## config.mk

```make
export PLATFORM = sky130hd
export DESIGN_NAME = chroma_fire_streak_injector_flat
export DESIGN_NICKNAME = d
export VERILOG_FILES = /design/src/rtl/cfsi_pkg.sv /design/src/rtl/cfsi_if.sv /design/src/rtl/cfsi_alu.sv /design/src/rtl/chroma_fire_streak_injector.sv /design/src/flat_wrapper.sv
export SDC_FILE = /design/constraint.sdc
export NUM_CORES = 2
export LEC_CHECK = 0
export ABC_CLOCK_PERIOD_IN_PS = 20000
export BUFFER_PORTS_ARGS = -buffer_cell sky130_fd_sc_hd__buf_2
export CORE_ASPECT_RATIO = 0.5
export CORE_MARGIN = 2
export CORE_UTILIZATION = 30
export CTS_BUF_LIST = sky130_fd_sc_hd__clkbuf_2
export DETAILED_ROUTE_END_ITERATION = 8
export HOLD_SLACK_MARGIN = 0.12
export REMOVE_ABC_BUFFERS = 1
export SKIP_LAST_GASP = 1
export SLEW_MARGIN = 20
export SYNTH_ARGS = -nofsm -noshare
export SYNTH_HDL_FRONTEND = slang
export SYNTH_SLANG_ARGS = --single-unit
export TNS_END_PERCENT = 30
```

## constraint.sdc

```tcl
create_clock -name clk -period 20 [get_ports clk]
set_input_delay 2 -clock clk [delete_from_list [all_inputs] [get_ports clk]]
set_output_delay 2 -clock clk [all_outputs]
set_load 0.01 [all_outputs]
```

## src/rtl/cfsi_pkg.sv

```systemverilog
// shared types and constants of the chroma fire streak injector
package cfsi_pkg;

  // shared unit word and multiplier operand widths
  localparam int ALU_W = 36;
  localparam int MUL_W = 18;

  typedef logic signed [ALU_W-1:0] alu_word_t;

  typedef enum logic [1:0] {
    ALU_MUL = 2'd0,
    ALU_ADD = 2'd1,
    ALU_SUB = 2'd2
  } alu_op_t;

  typedef struct packed {
    alu_op_t   op;
    alu_word_t a;
    alu_word_t b;
  } alu_req_t;

  // configuration port
  localparam int CFG_INDEX_W = 1;
  localparam int CFG_DATA_W = 16;
  localparam logic [CFG_INDEX_W-1:0] REG_THRESHOLD = 1'd0;
  localparam logic [CFG_INDEX_W-1:0] REG_RANDOMIZATION = 1'd1;
  localparam logic [CFG_DATA_W-1:0] THRESHOLD_RESET = 16'd1573;
  localparam logic [CFG_DATA_W-1:0] RANDOMIZATION_RESET = 16'd66;

  // streak constants
  localparam logic [7:0] MIN_STEP = 8'd12;
  localparam logic signed [9:0] FIRST_GAIN = 10'sd18;
  localparam logic [15:0] STEP_SPAN = 16'd126;
  localparam int STEP_FRAC_W = 16;
  localparam logic [15:0] BLUE_LIMIT = 16'd16384;
  localparam logic [16:0] JITTER_BASE = 17'd32768;
  localparam int EDGE_SHIFT = 7;

  // fire: only floor(num / (512 * den)) matters, found one quotient bit a step
  localparam logic [17:0] FIRE_BASE = 18'd163840;
  localparam int FIRE_FRAC_SHIFT = 9;
  localparam int QUOT_W = 9;
  localparam int CNT_W = 4;

endpackage

```

## src/rtl/cfsi_if.sv

```systemverilog
// request channels of the chroma fire streak injector
interface cfsi_in_if;
  logic        valid;
  logic        ready;
  logic [7:0]  column;
  logic [31:0] luma_quad;
  logic [7:0]  cb_in;
  logic [7:0]  cr_in;
  logic [15:0] rnd_step;
  logic [15:0] rnd_thresh;
  logic [15:0] rnd_edge;
  logic [15:0] rnd_noise;
  logic [15:0] rnd_color;
  logic [15:0] rnd_fire;

  modport source (
    output valid, column, luma_quad, cb_in, cr_in, rnd_step, rnd_thresh,
           rnd_edge, rnd_noise, rnd_color, rnd_fire,
    input  ready
  );
  modport sink (
    input  valid, column, luma_quad, cb_in, cr_in, rnd_step, rnd_thresh,
           rnd_edge, rnd_noise, rnd_color, rnd_fire,
    output ready
  );
endinterface

interface cfsi_out_if;
  logic       valid;
  logic       ready;
  logic [7:0] cb_out;
  logic [7:0] cr_out;
  logic       streak_active;

  modport source (output valid, cb_out, cr_out, streak_active, input ready);
  modport sink (input valid, cb_out, cr_out, streak_active, output ready);
endinterface

```

## src/rtl/cfsi_alu.sv

```systemverilog
// shared multiply, add and subtract unit
module cfsi_alu (
  input  cfsi_pkg::alu_req_t  req,
  output cfsi_pkg::alu_word_t result
);

  logic signed [cfsi_pkg::MUL_W-1:0]   ma;
  logic signed [cfsi_pkg::MUL_W-1:0]   mb;
  logic signed [2*cfsi_pkg::MUL_W-1:0] prod;

  assign ma = req.a[cfsi_pkg::MUL_W-1:0];
  assign mb = req.b[cfsi_pkg::MUL_W-1:0];
  assign prod = ma * mb;

  always_comb begin
    case (req.op)
      cfsi_pkg::ALU_MUL: result = cfsi_pkg::ALU_W'(prod);
      cfsi_pkg::ALU_ADD: result = req.a + req.b;
      cfsi_pkg::ALU_SUB: result = req.a - req.b;
      default:           result = '0;
    endcase
  end

endmodule

```

## src/rtl/chroma_fire_streak_injector.sv

```systemverilog
// chroma fire streak injector: sequencer around one shared arithmetic unit
// steps with a live streak: six unit products and sums, a decision state,
//   nine divide steps, fire and emit; when the cell passes through, emit
//   follows the decision state directly
// one request at a time: a new one is taken in idle, after emit fills the output slot
// reset: synchronous; clears streak state and loads threshold 1573, noise 66
module chroma_fire_streak_injector #(
  parameter int LINE_CELLS = 256
) (
  input  logic                             clk,
  input  logic                             rst,
  cfsi_in_if.sink                          cell_in,
  cfsi_out_if.source                       cell_out,
  input  logic                             cfg_wr_en,
  input  logic [cfsi_pkg::CFG_INDEX_W-1:0] cfg_index,
  input  logic [cfsi_pkg::CFG_DATA_W-1:0]  cfg_wdata
);

  typedef enum logic [10:0] {
    S_IDLE      = 11'b000_0000_0001,
    S_MUL_EDGE  = 11'b000_0000_0010,
    S_MUL_NOISE = 11'b000_0000_0100,
    S_ADD       = 11'b000_0000_1000,
    S_MUL_THR   = 11'b000_0001_0000,
    S_CMP       = 11'b000_0010_0000,
    S_MUL_STEP  = 11'b000_0100_0000,
    S_DECIDE    = 11'b000_1000_0000,
    S_DIV       = 11'b001_0000_0000,
    S_FIRE      = 11'b010_0000_0000,
    S_EMIT      = 11'b100_0000_0000
  } state_t;

  state_t state;

  logic [cfsi_pkg::CFG_DATA_W-1:0] threshold;
  logic [cfsi_pkg::CFG_DATA_W-1:0] randomization;

  logic [7:0] streak_start;
  logic       streak_valid;
  logic       streak_blue;

  // latched request
  logic [7:0]  col;
  logic [31:0] luma;
  logic [7:0]  cb;
  logic [7:0]  cr;
  logic [15:0] rs;
  logic [15:0] rt;
  logic [15:0] re;
  logic [15:0] rn;
  logic [15:0] rc;
  logic [15:0] rf;

  // working registers
  cfsi_pkg::alu_word_t acc;
  cfsi_pkg::alu_word_t tmp;
  cfsi_pkg::alu_word_t rem;
  cfsi_pkg::alu_word_t dsh;
  logic                      pass;
  logic [7:0]                hs;
  logic [cfsi_pkg::QUOT_W-1:0] quot;
  logic [cfsi_pkg::CNT_W-1:0]  cnt;

  logic [7:0] res_cb;
  logic [7:0] res_cr;
  logic       res_active;

  logic       out_valid;
  logic [7:0] out_cb;
  logic [7:0] out_cr;
  logic       out_active;

  cfsi_pkg::alu_req_t  alu_req;
  cfsi_pkg::alu_word_t alu_res;

  logic signed [10:0] delta;
  logic signed [9:0]  gain;
  logic               start;
  logic [8:0]         den;
  logic [8:0]         add;
  logic [7:0]         chan;
  logic [9:0]         chan_sum;
  logic [7:0]         chan_sat;

  cfsi_alu u_alu (
    .req    (alu_req),
    .result (alu_res)
  );

  // luma edge term: difference of the pair sums of the two halves
  assign delta = $signed({3'b000, luma[7:0]}) + $signed({3'b000, luma[15:8]})
               - $signed({3'b000, luma[23:16]}) - $signed({3'b000, luma[31:24]});

  assign gain = streak_valid ? ($signed({2'b00, col}) - $signed({2'b00, streak_start}))
                             : cfsi_pkg::FIRST_GAIN;
  assign start = pass && (gain > $signed({2'b00, hs}));
  assign den = 9'(gain + 10'sd1);

  assign add = quot - 9'd1;
  assign chan = streak_blue ? cb : cr;
  assign chan_sum = {2'b00, chan} + {1'b0, add};
  assign chan_sat = (chan_sum > 10'd255) ? 8'hFF : chan_sum[7:0];

  always_comb begin
    alu_req.op = cfsi_pkg::ALU_SUB;
    alu_req.a = '0;
    alu_req.b = '0;
    case (state)
      S_MUL_EDGE: begin
        alu_req.op = cfsi_pkg::ALU_MUL;
        alu_req.a = cfsi_pkg::ALU_W'(delta);
        alu_req.b = cfsi_pkg::ALU_W'(re);
      end
      S_MUL_NOISE: begin
        alu_req.op = cfsi_pkg::ALU_MUL;
        alu_req.a = cfsi_pkg::ALU_W'(randomization);
        alu_req.b = cfsi_pkg::ALU_W'(rn);
      end
      S_ADD: begin
        alu_req.op = cfsi_pkg::ALU_ADD;
        alu_req.a = acc;
        alu_req.b = tmp;
      end
      S_MUL_THR: begin
        alu_req.op = cfsi_pkg::ALU_MUL;
        alu_req.a = cfsi_pkg::ALU_W'(threshold);
        alu_req.b = cfsi_pkg::ALU_W'(cfsi_pkg::JITTER_BASE + {1'b0, rt});
      end
      S_CMP: begin
        alu_req.op = cfsi_pkg::ALU_SUB;
        alu_req.a = tmp;
        alu_req.b = acc;
      end
      S_MUL_STEP: begin
        alu_req.op = cfsi_pkg::ALU_MUL;
        alu_req.a = cfsi_pkg::ALU_W'(rs);
        alu_req.b = cfsi_pkg::ALU_W'(cfsi_pkg::STEP_SPAN);
      end
      S_DIV: begin
        alu_req.op = cfsi_pkg::ALU_SUB;
        alu_req.a = rem;
        alu_req.b = dsh;
      end
      default: begin
        alu_req.op = cfsi_pkg::ALU_SUB;
      end
    endcase
  end

  always_ff @(posedge clk) begin
    if (rst) begin
      state <= S_IDLE;
      threshold <= cfsi_pkg::THRESHOLD_RESET;
      randomization <= cfsi_pkg::RANDOMIZATION_RESET;
      streak_start <= '0;
      streak_valid <= 1'b0;
      streak_blue <= 1'b0;
      out_valid <= 1'b0;
    end else begin
      if (cfg_wr_en) begin
        case (cfg_index)
          cfsi_pkg::REG_THRESHOLD:     threshold <= cfg_wdata;
          cfsi_pkg::REG_RANDOMIZATION: randomization <= cfg_wdata;
          default: ;
        endcase
      end

      if (out_valid && cell_out.ready) begin
        out_valid <= 1'b0;
      end

      case (state)
        S_IDLE: begin
          if (cell_in.valid) begin
            col <= cell_in.column;
            luma <= cell_in.luma_quad;
            cb <= cell_in.cb_in;
            cr <= cell_in.cr_in;
            rs <= cell_in.rnd_step;
            rt <= cell_in.rnd_thresh;
            re <= cell_in.rnd_edge;
            rn <= cell_in.rnd_noise;
            rc <= cell_in.rnd_color;
            rf <= cell_in.rnd_fire;
            state <= S_MUL_EDGE;
          end
        end
        S_MUL_EDGE: begin
          acc <= alu_res <<< cfsi_pkg::EDGE_SHIFT;
          state <= S_MUL_NOISE;
        end
        S_MUL_NOISE: begin
          tmp <= alu_res;
          state <= S_ADD;
        end
        S_ADD: begin
          acc <= alu_res;
          state <= S_MUL_THR;
        end
        S_MUL_THR: begin
          tmp <= alu_res;
          state <= S_CMP;
        end
        S_CMP: begin
          // edge plus noise term beats the jittered threshold when threshold - term < 0
          pass <= alu_res[cfsi_pkg::ALU_W-1];
          state <= S_MUL_STEP;
        end
        S_MUL_STEP: begin
          hs <= cfsi_pkg::MIN_STEP + {1'b0, alu_res[cfsi_pkg::STEP_FRAC_W +: 7]};
          state <= S_DECIDE;
        end
        S_DECIDE: begin
          res_cb <= cb;
          res_cr <= cr;
          res_active <= 1'b0;
          state <= S_EMIT;
          if (col == 8'd0) begin
            streak_valid <= 1'b0;
          end else if (int'(col) < LINE_CELLS) begin
            if (start) begin
              streak_start <= col;
              streak_valid <= 1'b1;
              streak_blue <= (rc <= cfsi_pkg::BLUE_LIMIT);
            end
            if (streak_valid || start) begin
              if (gain < 10'sd0) begin
                // start lies beyond this cell's column: streak ends
                streak_valid <= 1'b0;
              end else begin
                rem <= cfsi_pkg::ALU_W'(cfsi_pkg::FIRE_BASE + {2'b00, rf});
                dsh <= cfsi_pkg::ALU_W'(den)
                       << (cfsi_pkg::FIRE_FRAC_SHIFT + cfsi_pkg::QUOT_W - 1);
                quot <= '0;
                cnt <= cfsi_pkg::CNT_W'(cfsi_pkg::QUOT_W - 1);
                state <= S_DIV;
              end
            end
          end
        end
        S_DIV: begin
          if (!alu_res[cfsi_pkg::ALU_W-1]) begin
            rem <= alu_res;
          end
          quot <= {quot[cfsi_pkg::QUOT_W-2:0], ~alu_res[cfsi_pkg::ALU_W-1]};
          dsh <= dsh >>> 1;
          cnt <= cnt - 1'b1;
          if (cnt == '0) begin
            state <= S_FIRE;
          end
        end
        S_FIRE: begin
          if (quot == '0) begin
            // negative fire ends the streak
            streak_valid <= 1'b0;
          end else begin
            res_active <= 1'b1;
            if (streak_blue) begin
              res_cb <= chan_sat;
            end else begin
              res_cr <= chan_sat;
            end
          end
          state <= S_EMIT;
        end
        S_EMIT: begin
          if (!out_valid || cell_out.ready) begin
            out_valid <= 1'b1;
            state <= S_IDLE;
          end
        end
        default: begin
          state <= S_IDLE;
        end
      endcase
    end
  end

  // result payload, loaded when the output slot is free
  always_ff @(posedge clk) begin
    if ((state == S_EMIT) && (!out_valid || cell_out.ready)) begin
      out_cb <= res_cb;
      out_cr <= res_cr;
      out_active <= res_active;
    end
  end

  assign cell_in.ready = (state == S_IDLE);
  assign cell_out.valid = out_valid;
  assign cell_out.cb_out = out_cb;
  assign cell_out.cr_out = out_cr;
  assign cell_out.streak_active = out_active;

endmodule
```

## src/flat_wrapper.sv

```systemverilog
// flat-port wrapper written by rule: the top's interface ports become plain ports
module chroma_fire_streak_injector_flat 
#(
  parameter int LINE_CELLS = 256
)
  (clk, rst, cfg_wr_en, cfg_index, cfg_wdata, cell_in_valid, cell_in_column, cell_in_luma_quad, cell_in_cb_in, cell_in_cr_in, cell_in_rnd_step, cell_in_rnd_thresh, cell_in_rnd_edge, cell_in_rnd_noise, cell_in_rnd_color, cell_in_rnd_fire, cell_in_ready, cell_out_valid, cell_out_cb_out, cell_out_cr_out, cell_out_streak_active, cell_out_ready);
  cfsi_in_if cell_in_i ();
  cfsi_out_if cell_out_i ();
  input  logic clk;
  input  logic rst;
  input  logic cfg_wr_en;
  input  logic [cfsi_pkg::CFG_INDEX_W-1:0] cfg_index;
  input  logic [cfsi_pkg::CFG_DATA_W-1:0] cfg_wdata;
  input wire logic [$bits(cell_in_i.valid)-1:0] cell_in_valid;
  input wire logic [$bits(cell_in_i.column)-1:0] cell_in_column;
  input wire logic [$bits(cell_in_i.luma_quad)-1:0] cell_in_luma_quad;
  input wire logic [$bits(cell_in_i.cb_in)-1:0] cell_in_cb_in;
  input wire logic [$bits(cell_in_i.cr_in)-1:0] cell_in_cr_in;
  input wire logic [$bits(cell_in_i.rnd_step)-1:0] cell_in_rnd_step;
  input wire logic [$bits(cell_in_i.rnd_thresh)-1:0] cell_in_rnd_thresh;
  input wire logic [$bits(cell_in_i.rnd_edge)-1:0] cell_in_rnd_edge;
  input wire logic [$bits(cell_in_i.rnd_noise)-1:0] cell_in_rnd_noise;
  input wire logic [$bits(cell_in_i.rnd_color)-1:0] cell_in_rnd_color;
  input wire logic [$bits(cell_in_i.rnd_fire)-1:0] cell_in_rnd_fire;
  output wire logic [$bits(cell_in_i.ready)-1:0] cell_in_ready;
  output wire logic [$bits(cell_out_i.valid)-1:0] cell_out_valid;
  output wire logic [$bits(cell_out_i.cb_out)-1:0] cell_out_cb_out;
  output wire logic [$bits(cell_out_i.cr_out)-1:0] cell_out_cr_out;
  output wire logic [$bits(cell_out_i.streak_active)-1:0] cell_out_streak_active;
  input wire logic [$bits(cell_out_i.ready)-1:0] cell_out_ready;
  assign cell_in_i.valid = cell_in_valid;
  assign cell_in_i.column = cell_in_column;
  assign cell_in_i.luma_quad = cell_in_luma_quad;
  assign cell_in_i.cb_in = cell_in_cb_in;
  assign cell_in_i.cr_in = cell_in_cr_in;
  assign cell_in_i.rnd_step = cell_in_rnd_step;
  assign cell_in_i.rnd_thresh = cell_in_rnd_thresh;
  assign cell_in_i.rnd_edge = cell_in_rnd_edge;
  assign cell_in_i.rnd_noise = cell_in_rnd_noise;
  assign cell_in_i.rnd_color = cell_in_rnd_color;
  assign cell_in_i.rnd_fire = cell_in_rnd_fire;
  assign cell_in_ready = cell_in_i.ready;
  assign cell_out_valid = cell_out_i.valid;
  assign cell_out_cb_out = cell_out_i.cb_out;
  assign cell_out_cr_out = cell_out_i.cr_out;
  assign cell_out_streak_active = cell_out_i.streak_active;
  assign cell_out_i.ready = cell_out_ready;
  chroma_fire_streak_injector #(.LINE_CELLS(LINE_CELLS)) u_core (.clk(clk), .rst(rst), .cell_in(cell_in_i), .cell_out(cell_out_i), .cfg_wr_en(cfg_wr_en), .cfg_index(cfg_index), .cfg_wdata(cfg_wdata));
endmodule
```

# [After elaboration in Yosys (flattened, before gate mapping)]
# Index checks and enable logic that the tools add are counted.
[totals] ff_bits=406 out_inout_bits=19 in_bits=174 wordCells=159
[classes] mux=48 eq_ne=24 reduce_logical=31 bitwise_logic=6 n_mul=1 order_cmp=4 addsub=13
[op_table] operator="$pmux W72 S7" count=1
[op_table] operator="$mux W36" count=7
[op_table] operator="$pmux W36 S2" count=3
[op_table] operator="$pmux W11 S11" count=1
[op_table] operator="$pmux W36 S3" count=1
[op_table] operator="$mux W11" count=6
[op_table] operator="$mux W8" count=6
[op_table] operator="$add A36 B36 Y36" count=1
[op_table] operator="$mul A18 B18 Y36" count=1
[op_table] operator="$sub A36 B36 Y36" count=1
[op_table] operator="$pmux W8 S2" count=2
[op_table] operator="$mux W9" count=3
[op_table] operator="$sub A11 B9 Y11" count=2
[op_table] operator="$add A18 B16 Y19 const A" count=1
[op_table] operator="$pmux W9 S2" count=1
[op_table] operator="$add A16 B16 Y17 const A" count=1
[op_table] operator="$le A16 B15 Y1 const B" count=1
[op_table] operator="$ne A2 B2 Y1 const B" count=7
[op_table] operator="$reduce_and A2 Y1" count=7
[op_table] operator="$mux W4" count=3
[op_table] operator="$reduce_and A3 Y1" count=4
[op_table] operator="$reduce_and A6 Y1" count=2
[op_table] operator="$eq A11 B1 Y1 const B" count=1
[op_table] operator="$eq A11 B10 Y1 const B" count=1
[op_table] operator="40 further kinds" count=63

# [Logic depth before layout (Yosys ltp)]
[logic_depth] depth_word=9 mapped_depth=43 ltp_nobuf=41

# [By module]
# From an unflattened synthesis, not the netlist that was laid out.
[hier_totals] hier_cells=3232 hier_area_um2=32844.0
[modules_own_cells] module="chroma_fire_streak_injector" instances=1 seq_area_each_um2=11320.9 cells_per_inst=1457 area_per_inst_um2=17914.7
[modules_own_cells] module="cfsi_alu" instances=1 seq_area_each_um2=0.0 cells_per_inst=1775 area_per_inst_um2=14929.3

# [Worst setup path after synthesis]
# No wires, ideal clock.
[synth_path] kind="input to register" start="input port rst" end="register u_core.cb[0], enable pin" path_buffers=2 slack_ns=5.712 stages=3 setup_ns=0.881 arrival_ns=13.407 t_required_ns=19.119 path_cell_list="clkbuf_1 -> clkbuf_1 -> nor3b_1"
[synth_between] elab_chain_len=2
[synth_lines] item="from (decl)" line_no="flat_wrapper.sv:10" rtl="input logic rst;"
[synth_lines] item="$not A1 Y1 (no line)"
[synth_lines] item="$reduce_and A3 Y1 (no line)"
[synth_lines] item="to (signal assigned)" line_no="chroma_fire_streak_injector.sv:177" rtl="cb <= cell_in.cb_in;"
[synth_lines] item="to (decl)" line_no="chroma_fire_streak_injector.sv:45" rtl="logic [7:0] cb;"
# No other way between the ends.
# A chain may end at the register's enable or synchronous reset.

# [Final worst setup path]
[layout_path] start="register u_core.luma[0]" end="register u_core.tmp[35] (data pin)"
[layout_between] elab_chain_len=6 elab_cells_between_ends=8 cone_classes="add/sub (5); mul (1); mux (2)"
[layout_lines] item="from (decl)" line_no="chroma_fire_streak_injector.sv:44" rtl="logic [31:0] luma;"
[layout_lines] item="from (signal assigned)" line_no="chroma_fire_streak_injector.sv:176" rtl="luma <= cell_in.luma_quad;"
[layout_lines] item="$add A8 B8 Y9 (*)" line_no="chroma_fire_streak_injector.sv:91" rtl="assign delta = $signed({3'b000, luma[7:0]}) + $signed({3'b000, luma[15:8]})"
[layout_lines] item="$sub A11 B9 Y11 (*) (2 in a row)" line_no="chroma_fire_streak_injector.sv:92" rtl="- $signed({3'b000, luma[23:16]}) - $signed({3'b000, luma[31:24]});"
[layout_lines] item="$pmux W72 S7 (*)" line_no="chroma_fire_streak_injector.sv:108" rtl="case (state)"
[layout_lines] item="$mul A18 B18 Y36, or another cell as far along" line_no="cfsi_alu.sv:13" rtl="assign prod = ma * mb;"
[layout_lines] item="$pmux W36 S3 (*)" line_no="cfsi_alu.sv:16" rtl="case (req.op)"
[layout_lines] item="net u_core.alu_res[35]" line_no="chroma_fire_streak_injector.sv:74" rtl="cfsi_pkg::alu_word_t alu_res;"
[layout_lines] item="to (signal assigned)" line_no="chroma_fire_streak_injector.sv:193" rtl="tmp <= alu_res;"
[layout_lines] item="to (signal assigned)" line_no="chroma_fire_streak_injector.sv:201" rtl="tmp <= alu_res;"
[layout_lines] item="to (decl)" line_no="chroma_fire_streak_injector.sv:56" rtl="cfsi_pkg::alu_word_t tmp;"
# Mark *: on every way through the listed nets, which the timed path passes. The rest lies on a longest branch.

==> flow_summary.ini <==
[critical_path]
crit_path_end_kind = flop
critPathKind = reg2reg
worstReg2RegStart = u_core.luma[0]
crit_path_top_delay_cell = and4_1
slowest_delay_ns = 0.66
r2r_cells = 40
setup.worst_path.start = u_core.luma[0]
cp.arrival_ns = 12.80
worstSetupStartpointType = flop
critical_path_peak_fanout = 25
rrSetupSlack_ns = 8.03
cpMostUsedCell = fa_1
crit_required_ns = 20.83
r2r_end = u_core.tmp[35]

[logic_synthesis]
netlist.area_leader.share = 0.307
synth-seq-cells = 395
syn-cell-area_sq_um = 33400
synth_area_per_cell_sq_um = 9.89
synthCells = 3373
synth_edf_count = 341
yosysWarnings = 0
synthArstFlopShare = 0
dominantRegCellSynth = edfxtp_1
yosysSeqAreaShare = 0.339
synth_cell_types = 84
synth_area_leaders = edfxtp_1 (31%), fa_1 (20%), ha_1 (6.6%)
synth_top_area_cell = edfxtp_1

[sta]
fmax_ghz = 0.0836
slew_headroom = 0.293
final-hold-violation-count = 0
fin_crit_sh = 0.598
worst_pin_slew_ns = 1.05
rsz0062_at_grt = no
timing.hold.ws_ns = 0.416
fin_crit_ns = 11.97
finalSetupViolCount = 0
drv_slew = 0
finClkSkew_ns = 0.0948
setup_tns_ns = 0
fin_ws_ns = 8.03

[outcome]
violations = design-rule violations
status = finished, violations left

[die]
ios = 193
die_x_um = 476
core-area_sq_um = 110000
rows = 86
initial_core_util = 0.303
die_h_um = 240
die_area_sq_um = 114000

[power]
ir_drop_mv = 0.0346
switching_share = 0.355
power.density_nw_per_um2 = 55.7
power_frac_clock = 0.267
leakagePower_uw = 0.0162
power.share.combinational = 0.266
internal-power_uw = 1330
power_frac_seq = 0.467
switching_power_uw = 732

[detailed_routing]
drt-wirelength-per-cell_um = 21.2
vias = 26429
drt_iter0_markers = 2726
vias_per_cell = 5.14
wl_mm = 109
first_pass_iters = 9
drc = 8
postRouteAntennaNets = 0

[clocking]
cts_setup_buffers = 0
cts_buffer_depth = 3
clkTransAtPathRegs_ns = 0.12
cts_resized = 0
htree_levels = 3
cts_tree = built
clock_latency_ns = 1.09
cts.sinks = 395
hold_buffers = 0
cts-root-buf = clkbuf_2
cts_made_buffers = 93

[placed_design]
place_congestion = 0.964
place_ws_ns = 8.28
numPortBuffers = 192
place_hpwl_mm = 84.4

[min_path]
holdPathEnd = u_core.cell_out.cb_out[2]
hold_start = u_core.res_cb[2]
min_path_type = reg2reg
hold_path_depth = 0

[grt]
grt_max_degree = 82
antenna_found_initial = 7
met3_usage = 0.0468
grt_use_met2 = 0.298
top_usage_layer = met2
grt_pass1_vias = 27084
overflow = 0
track_usage = 0.191
use_met1 = 0.260
grt_pass1_wl_mm = 165

[cells_and_area]
drive_gt1_frac = 0.133
nNetsFinal = 4259
area_growth_syn_to_layout_pct = 10.9

[flow_run]
drv_cap = 0
-- cells in the final DEF (no fill, tap or decap), types with 93 or more instances in the layout --
cell type	n
nand2_1	433
clkbuf_2	152
ha_1	175
fa_1	341
buf_2	192
a21oi_1	160
nor2_1	274
o21ai_0	93
edfxtp_1	341
inv_1	504
-- stage by stage --
step	util	total power (uW)	instances	cell area, sq um
3_5_place_dp	0.328	1510	4970	36100
6_report	0.336	2060	5144	37000
3_3_place_gp	0.328	1500	4970	36100
4_1_cts	0.336	2060	5142	37000
2_1_floorplan	-	1300	3215	32600
5_1_grt	0.336	2150	5143	37000
-- flip-flops by register name (all words and copies together), names as in the netlist, 26 cells and up --
name / count
u_core.acc: 36
u_core.tmp: 36
u_core.rem: 35
u_core.luma: 32
u_core.dsh: 26
-- worst max path at each step --
stage	slack [ns]	to	depth (start not counted)
after CTS	8.33	u_core.tmp[35]	40
after global placement	8.29	u_core.pass	40
after floorplan	6.20	u_core.cb[0]	1
after detailed placement	8.28	u_core.tmp[35]	40
final	8.03	u_core.tmp[35]	40
after global routing	7.64	u_core.tmp[35]	40
-- power by group through the flow --
stage	Combinational, uW	Clock (uW)	Sequential [uW]
2_1_floorplan	323	0	980
3_3_place_gp	526	0	979
3_5_place_dp	533	0	979
4_1_cts	535	561	960
5_1_grt	591	601	962
6_report	549	550	961
-- routing by layer --
metal  part of all wire  up-vias
li1                   -    11793
met1               0.43    13168
met2               0.44     1244
met3              0.099      216
met4              0.033        8
met5            0.00048        -
-- cells in the mapped netlist, types with 26 or more instances --
master    count
xnor2_1      92
edfxtp_1    341
nand2_1     435
xor2_1       37
inv_1       504
nor2b_1      30
clkbuf_1     96
a21oi_1     162
nand3_1      40
and2_1       54
buf_2        43
ha_1        175
a21o_1       32
nand3b_1     26
fa_1        341
dfxtp_1      54
nor2_1      275
nor3_1       34
o21ai_0      93
a22oi_1      40
-- layout make-up --
cell class	instances	area, sq um
antenna	2	5.00
clock buffer	152	761
clock inverter	20	91.3
fill	11310	73200
inverter	508	1910
multi-input combinational	2312	19600
sequential	395	11300
tap	1496	1870
timing repair buffer	259	1460
-- worst max-delay path, delay by kind of cell (launching register included) --
kind | cells | cell delay [ns]
XOR/XNOR | 2 | 0.37
AO/OA/AOI/OAI | 13 | 2.70
flip-flops | 1 | 0.39
adder cells (fa/ha/maj) | 11 | 4.50
buffers and inverters | 7 | 1.25
AND/OR/NAND/NOR | 7 | 2.53
-- cell families (layout without fill, tap and decap cells) --
kind of cell    Yosys count  count (layout)  synth area share
buf+inv                 666             939            0.0785
xor+xnor                129             129            0.0339
fa+ha+maj               516             516             0.270
simple gates           1048            1048             0.147
mux                      34              34            0.0107
flops                   395             395             0.339
other cells               0               2                 0
compound gates          585             585             0.120
Power figures use the tool's default switching activity.
